==> config.mk <==
export PLATFORM = sky130hd
export DESIGN_NAME = spd3_front
export DESIGN_NICKNAME = d
export VERILOG_FILES = /design/src/hdl/spd3_pkg.sv /design/src/hdl/spd3_front.sv
export SDC_FILE = /design/constraint.sdc
export NUM_CORES = 1
export LEC_CHECK = 0
export ABC_AREA = 1
export ABC_CLOCK_PERIOD_IN_PS = 11400
export BUFFER_PORTS_ARGS = -buffer_cell sky130_fd_sc_hd__buf_2
export CORE_MARGIN = 8
export CORE_UTILIZATION = 55
export CTS_CLUSTER_DIAMETER = 150
export CTS_CLUSTER_SIZE = 14
export DETAILED_ROUTE_END_ITERATION = 6
export PLACE_DENSITY = 0.79
export REMOVE_ABC_BUFFERS = 1
export SETUP_SLACK_MARGIN = 0.4
export SLEW_MARGIN = 15
export SYNTH_ARGS = -nofsm -noshare
export SYNTH_HDL_FRONTEND = slang
export SYNTH_SLANG_ARGS = --single-unit
==> constraint.sdc <==
create_clock -name clk -period 11.4 [get_ports clk]
set_input_delay 0 -clock clk [delete_from_list [all_inputs] [get_ports clk]]
set_output_delay 0 -clock clk [all_outputs]
set_load 0.02 [all_outputs]
==> src/hdl/spd3_pkg.sv <==
// Shared constants, types and latency helpers for the 3x3 SPD inverse.
package spd3_pkg;

	localparam int DATA_WIDTH_DEF = 32;
	localparam int FRAC_BITS_DEF  = 16;

	// Latency of one multiply-subtract unit (magnitudes, partials, round, subtract).
	localparam int MSUB_LAT = 4;

	// Queue head as seen by the back end.
	typedef struct packed {
		logic vld;  // head entry present
		logic bad;  // first pivot is zero or negative
	} head_t;

	// Divider latency: operand load, one stage per quotient bit, round, clamp.
	function automatic int div_lat(int w, int f);
		return w + f + 3;
	endfunction

endpackage

==> src/hdl/spd3_front.sv <==
// Front end: input register, first-pivot check and a two-entry queue.
module spd3_front #(
	parameter int DATA_WIDTH = spd3_pkg::DATA_WIDTH_DEF
) (
	input  logic                      clk,
	input  logic                      arst_n,
	input  logic                      m_valid,
	output logic                      m_stall,
	input  logic [6*DATA_WIDTH-1:0]   m_in,
	output spd3_pkg::head_t           head,
	output logic [6*DATA_WIDTH-1:0]   head_data,
	input  logic                      pop
);

	import spd3_pkg::*;

	localparam int W  = DATA_WIDTH;
	localparam int DW = 6 * W;

	logic          v_s1, bad_s1;
	logic [DW-1:0] dat_s1;
	logic [DW-1:0] qdat_q [2];
	logic          qbad_q [2];
	logic          wp_q, rp_q;
	logic [1:0]    cnt_q;
	logic          full, push;

	assign full    = cnt_q == 2'd2;
	assign push    = v_s1 && !full;
	assign m_stall = v_s1 && full;

	assign head.vld  = cnt_q != 2'd0;
	assign head.bad  = qbad_q[rp_q];
	assign head_data = qdat_q[rp_q];

	// control: input register valid, queue pointers and fill
	always_ff @(posedge clk or negedge arst_n) begin
		if (!arst_n) begin
			v_s1  <= 1'b0;
			wp_q  <= 1'b0;
			rp_q  <= 1'b0;
			cnt_q <= 2'd0;
		end else begin
			if (!m_stall) v_s1 <= m_valid;
			if (push) wp_q <= !wp_q;
			if (pop) rp_q <= !rp_q;
			case ({push, pop})
				2'b10:   cnt_q <= cnt_q + 2'd1;
				2'b01:   cnt_q <= cnt_q - 2'd1;
				default: cnt_q <= cnt_q;
			endcase
		end
	end

	// beat capture with pivot check, queue write
	always_ff @(posedge clk) begin
		if (!m_stall && m_valid) begin
			dat_s1 <= m_in;
			bad_s1 <= m_in[W-1] || (m_in[W-1:0] == '0);
		end
		if (push) begin
			qdat_q[wp_q] <= dat_s1;
			qbad_q[wp_q] <= bad_s1;
		end
	end

endmodule

==> impl_metrics.toml, run 1 <==
[routing]
routedWlPerCell_um = 22.2
routed_wl_um = 44200
route.antenna.remaining_nets = 0
num_vias = 10200
drt_iter0_drc = 632
drc = 0
firstDrtPassIters = 4
avgViaCountPerCell = 5.09

[finish]
register_area_um2 = 17500
layout-drive-gt1-share_pct = 43.6
antenna_cells = 0
multi_input_area_um2 = 2990
fill_cells = 2153
nets = 1670
syn2layout_area_growth_pct = 27.5

[logic_synthesis]
synth_cell_types = 17
synth.avg_cell_area_um2 = 24.4
synthDominantCellAreaShare_pct = 83.8
synthTopCellsByCount = "579 x edfxtp_1, 160 x mux2_4, 33 x mux2_2"
yosys_warnings = 0
synth_area_um2 = 20700
synth_flop_cell = "edfxtp_1"
synth_edf_count = 579
async_reset_ff_share_pct = 0.856
synthCells = 850
yosysMostFrequentCell = "edfxtp_1"
yosysSeqAreaShare_pct = 84.4
ys_ff_latch = 584
synth_area_leaders = "edfxtp_1 84%, mux2_4 12%, mux2_2 1.8%, buf_6 0.98%, dfrtp_1 0.60%"
synth_top_area_cell = "edfxtp_1"

[worst_setup_path]
endpoint_kind = "output pin"
max_stage_delay_ps = 980
required_ps = 11400
path_class = "reg -> out"
worstPathMaxFanout = 54
arrival_ps = 3750
path_common_cell = "buf_4"
crit_slowest_cell = "dfrtp_4"
cp-start-kind = "flop"
crit_chain = "buf_4 -> buf_4 -> mux2_4 -> buf_2"

[clock_network]
clk_root_buffer_cell = "clkbuf_16"
clk_latency_ps = 570
clkSinkCount = 584
clockBufferDepth = 3
cts_buffers = 47
post-cts-setup-buffer-count = 0
ctsHtreeMaxLevel = 2
post_cts_resized = 0
hold_buffers = 196
path_clk_slew_ps = 60
cts_tree = "done"

[timing]
relSlewSlack_pct = 27.1
tns_ps = 0
final-setup-viol-count = 0
skew_ps = 16.4
finalMaxSlewViolations = 0
hold_viol_final = 0
post-route-period-util_pct = 32.9
rsz0062_at_grt = "no"
worstMarginPinSlew_ps = 1090
fmax_mhz = 267
fin_crit_ps = 3750

[flow_run]
drv_cap = 0

[floorplan]
num_rows = 71
core_area_um2 = 37400
initial_core_util_pct = 55.5
dieArea_um2 = 44200
die_w_um = 210
fp.dieH_um = 210
io_pins = 391

[placement]
place.gp.congestion = 0.763
portBuffers = 390
hpwl_um = 26900

[pwr]
p_sw_share_pct = 31.5
share_comb_of_total_power_pct = 31.8
p_switching_uw = 2210
p_per_area_nw_per_um2 = 265
p_leak_uw = 0.0101
cell_internal_pwr_uw = 4800
p_clk_share_pct = 20.7
power_uw = 7000
power_frac_seq_pct = 47.4
peakVddDrop_v = 0.000295

[run_status]
status = "completed"

[global_routing]
grt_pass1_vias = 11000
grt_pass1_wl_um = 65600
overflow = 0
gr-usage-all-layers_pct = 19.7
grt_max_degree = 125
antenna_found_initial = 5

[hold_path]
hold_path_class = "in -> reg"
## placed cells by master (no fill, tap or decap), drive strengths merged
cell,n
a21oi,1
o21ai,3
clkbuf,58
ha,1
nand2,13
edfxtp,579
mux2,193
buf,400
bufinv,1
nand3,1
nor2,22
dfrtp,5
xor2,3
xnor2,1
dlygate4sd3,196
inv,6
## power by group through the flow
stage          registers, uW  clock network, uW  logic (uW)
2_1_floorplan           3550                  0        1640
3_3_place_gp            3310                  0        2180
3_5_place_dp            3360                  0        2190
4_1_cts                 3310               1480        2250
5_1_grt                 3370               1570        2350
6_report                3320               1450        2230
## cell type report
cell class	count	area share (%)
Clock buffer	58	4.76
Clock inverter	1	0.114
Inverter	6	0.114
Multi-Input combinational cell	238	11.3
Sequential cell	584	66.2
Tap cell	511	2.42
Timing Repair Buffer	596	15.1
## layer usage
layer,vias to the layer above,share of wire [%],track usage [%]
met5,-,0.14,0
met3,90,8.4,6.51
met4,10,3.2,7.05
met1,5028,38,23.5
met2,439,51,33.4
li1,4588,-,-
## cells by family after synthesis
kind of cell	count (synthesis)	synth area share [%]
AO/OA/AOI/OAI	4	0.0965
XOR/XNOR	4	0.169
adder cells (fa/ha/maj)	1	0.0603
buffers and inverters	28	1.23
flip-flops	584	84.4
multiplexers	193	13.4
AND/OR/NAND/NOR	36	0.657
## state kept, by name, indices dropped and copies added, names as in the netlist
signal,count
bad_s1,1
qbad_q,2
cnt_q,2
v_s1,1
wp_q,1
dat_s1,192
rp_q,1
qdat_q,384
## per-stage QoR
stage               hold slack (ps)  std cells  util [%]  setup WS (ps)  cell area (um^2)
finish                          134       1994      70.7           7650             26500
global route                    104       1994      70.7           7460             26500
CTS                            99.9       1994      70.7           7570             26500
detailed placement             -181       1739      62.0           8210             23200
global placement               -185       1739      62.0           8260             23200
floorplan                      -296        828         -           2060             20500
## final timing paths
check | startpoint | to | slack [ps] | cells past startpoint
min | m_in[161] | dat_s1[161]$_DFFE_PP_ | 130 | 2
max | rp_q$_DFFE_PN0P_ | head_data[95] | 7650 | 4
max in group asynchronous | arst_n | rp_q$_DFFE_PN0P_ | 10830 | 3
max reg2reg | cnt_q[1]$_DFFE_PN0P_ | qdat_q[0][41]$_DFFE_PP_ | 8540 | 5
min in group asynchronous | arst_n | cnt_q[0]$_DFFE_PN0P_ | 350 | 3
min reg2reg | dat_s1[31]$_DFFE_PP_ | qdat_q[1][31]$_DFFE_PP_ | 440 | 0
## worst max-delay path, delay by kind of cell (launching register included)
kind / cells / cell delay [ps]
buffers and inverters: 3 / 1740
flip-flops: 1 / 980
multiplexers: 1 / 360
Power figures use the tool's default switching activity.
==> inputs of run 2 (changes only) <==
Settings changed: ABC_AREA 1 to 0, ABC_CLOCK_PERIOD_IN_PS 11400 to 3000, CORE_UTILIZATION 55 to 50, PLACE_DENSITY 0.79 to 0.76.
Clock period 11.4 ns to 3 ns, I/O delays scaled along.
==> run 2 against run 1 <==
Power rose to 3.8 times the previous value. Non-clock buffer count rose by 10. Critical path depth fell by 1. Critical endpoint is now head_data[155]. Die area rose by 9.0%. Routed wire length rose by 0.93%. Cell count rose by 0.55%. Sequential power rose to 3.7 times the previous value. Global-route usage fell by 1.8 points. Register-to-register slack got worse by 7500 ps. Clock skew rose by 5.5 ps. Hold slack got worse by 1.6 ps.
==> impl_metrics.toml, run 2 <==
[routing]
num_vias = 10100
route.antenna.remaining_nets = 0
routed_wl_um = 44600
avgViaCountPerCell = 5.03
firstDrtPassIters = 5
wl_met3_um = 3550
routedWlPerCell_um = 22.2
route.met2.wl_um = 23300
top_layer = "met5"
drc = 0
drt_iter0_drc = 616
wl_met1_um = 16700

[finish]
largest_reg_flops = 384
syn2layout_area_growth_pct = 28.8
layout_commonest_cell = "edfxtp_1"
final_core_util_pct = 65.3
layout-drive-gt1-share_pct = 44.9
final_cell_mix = "579 x edfxtp_1, 390 x buf_2, 196 x dlygate4sd3_1"
nets = 1656
largest-register = "qdat_q"
top_regs = "qdat_q (384), dat_s1 (192)"

[logic_synthesis]
synth_xor_area_share_pct = 0.212
synth_area_leaders = "edfxtp_1 84%, mux2_4 12%, mux2_2 1.8%, buf_6 0.98%, dfrtp_1 0.60%"
yosysMostFrequentCell = "edfxtp_1"
yosysSeqAreaShare_pct = 84.6
synthTopCellsByCount = "579 x edfxtp_1, 160 x mux2_4, 33 x mux2_2"
ys_ff_latch = 584
synth_mux_area_share_pct = 13.4
synth_area_um2 = 20700
synth_compound_area_share_pct = 0.0363
synthDominantCellAreaShare_pct = 84.0
yosys_warnings = 0
synthCells = 826
synth_top_area_cell = "edfxtp_1"
synth_flop_cell = "edfxtp_1"
synth_edf_count = 579
synth_cell_types = 21
synth_adder_area_share_pct = 0.0604
synth.avg_cell_area_um2 = 25.1
synth_simple_gate_area_share_pct = 0.544
synth_top_family_by_area = "multiplexers"
async_reset_ff_share_pct = 0.856

[global_routing]
grt_max_degree = 74
overflow = 0
antenna_found_initial = 6
gr-usage-all-layers_pct = 18.0
grt_pass1_wl_um = 65400
grt_pass1_vias = 11000

[placement]
hpwl_um = 27800
pre_cts_ws_ps = 1020
place.gp.congestion = 0.751
portBuffers = 390

[timing]
worstMarginPinSlew_ps = 516
relSlewSlack_pct = 65.6
rsz0062_at_grt = "no"
finalMaxSlewViolations = 0
skew_ps = 21.9
timing.final.ws_setup_ps = 653
fmax_mhz = 426
final-setup-viol-count = 0
post-route-period-util_pct = 78.2
hold_viol_final = 0
fin_crit_ps = 2350
tns_ps = 0

[floorplan]
core_area_um2 = 40800
num_rows = 74
fp.dieH_um = 219
die_w_um = 219
initial_core_util_pct = 50.7
dieArea_um2 = 48200
io_pins = 391

[worst_setup_path]
arrival_ps = 2350
worstPathMaxFanout = 59
required_ps = 3000
endpoint_kind = "output pin"
cp-start-kind = "flop"
path_class = "reg -> out"

[clock_network]
ctsHtreeMaxLevel = 2
clk_root_buffer_cell = "clkbuf_16"
clockBufferDepth = 3
clkSinkCount = 584
post_cts_resized = 0
cts_buffers = 47
clk_latency_ps = 580
path_clk_slew_ps = 60
cts_tree = "done"

[hold_path]
hold_path_class = "in -> reg"

[flow_run]
drv_cap = 0

[pwr]
p_per_area_nw_per_um2 = 988
p_leak_uw = 0.0102
power_uw = 26300
peakVddDrop_v = 0.000727

[run_status]
status = "completed"
[run 2: cell types whose count changed after synthesis, moves of 2 or more]
cell,before,now
nand2b_1,0,2
nand2_1,13,1
nor4_1,0,8
inv_1,6,1
xnor2_1,1,3
o21ai_0,2,0
nand4_1,0,2
nor2_1,22,2
[run 2: through the flow]
stage | area [um^2] | hold slack (ps) | std cells
2_1_floorplan | 20500 | -296 | 804
3_3_place_gp | 23400 | -183 | 1746
3_5_place_dp | 23400 | -172 | 1746
4_1_cts | 26700 | 89.8 | 2001
5_1_grt | 26700 | 103 | 2005
6_report | 26700 | 132 | 2005
[run 2: layout make-up]
cell class                      count  area (um^2)
Antenna cell                        4         10.0
Clock buffer                       55         1210
Clock inverter                      4         56.3
Fill cell                        2564        14200
Inverter                            1         3.75
Multi-Input combinational cell    219         2970
Sequential cell                   584        17500
Tap cell                          532          666
Timing Repair Buffer              606         4240
[run 2: critical path, cell delays in order (launching register included)]
cell and delay (ps):
dfrtp_4 740, buf_12 410, mux2_4 350, buf_2 160
[run 2: power by group]
group          switching (uW)  leakage (uW)  total [uW]  internal [uW]
registers                 690       0.00553       12300          11600
logic                    5010       0.00402        8590           3580
clock network            2570      0.000616        5480           2900
total                    8280        0.0102       26300          18100
[run 2: kinds of logic after synthesis]
| group | count (synthesis) |
|---|---|
| DFF | 584 |
| muxes | 193 |
| buffers and inverters | 23 |
| and+or+nand+nor | 19 |
| xor gates and xnor gates | 5 |
| AOI/OAI and AO/OA | 1 |
| adders and majority gates | 1 |
[run 2: repair_timing]
action | CTS | global route
buffers inserted | 0 | 0
hold buffers | 196 | 0
setup endpoints to repair | 0 | 0
endpoints found under the hold margin | 202 | 0
[run 2: layer usage]
metal	global-route usage [%]	vias up
met4	4.87	4
met1	20.8	5109
met3	5.59	67
li1	-	4560
met2	32.1	348
met5	0	-
[run 2: worst paths after layout]
| path | from | end | slack (ps) | cells past startpoint |
|---|---|---|---|---|
| max in group asynchronous | arst_n | rp_q$_DFFE_PN0P_ | 2370 | 3 |
| worst min-delay path | m_in[99] | dat_s1[99]$_DFFE_PP_ | 130 | 2 |
| worst max-delay path | rp_q$_DFFE_PN0P_ | head_data[155] | 650 | 3 |
| worst max register to register | cnt_q[0]$_DFFE_PN0P_ | qdat_q[0][33]$_DFFE_PP_ | 1000 | 5 |
| worst min register to register | dat_s1[58]$_DFFE_PP_ | qdat_q[0][58]$_DFFE_PP_ | 440 | 0 |
| min in group asynchronous | arst_n | cnt_q[1]$_DFFE_PN0P_ | 380 | 3 |
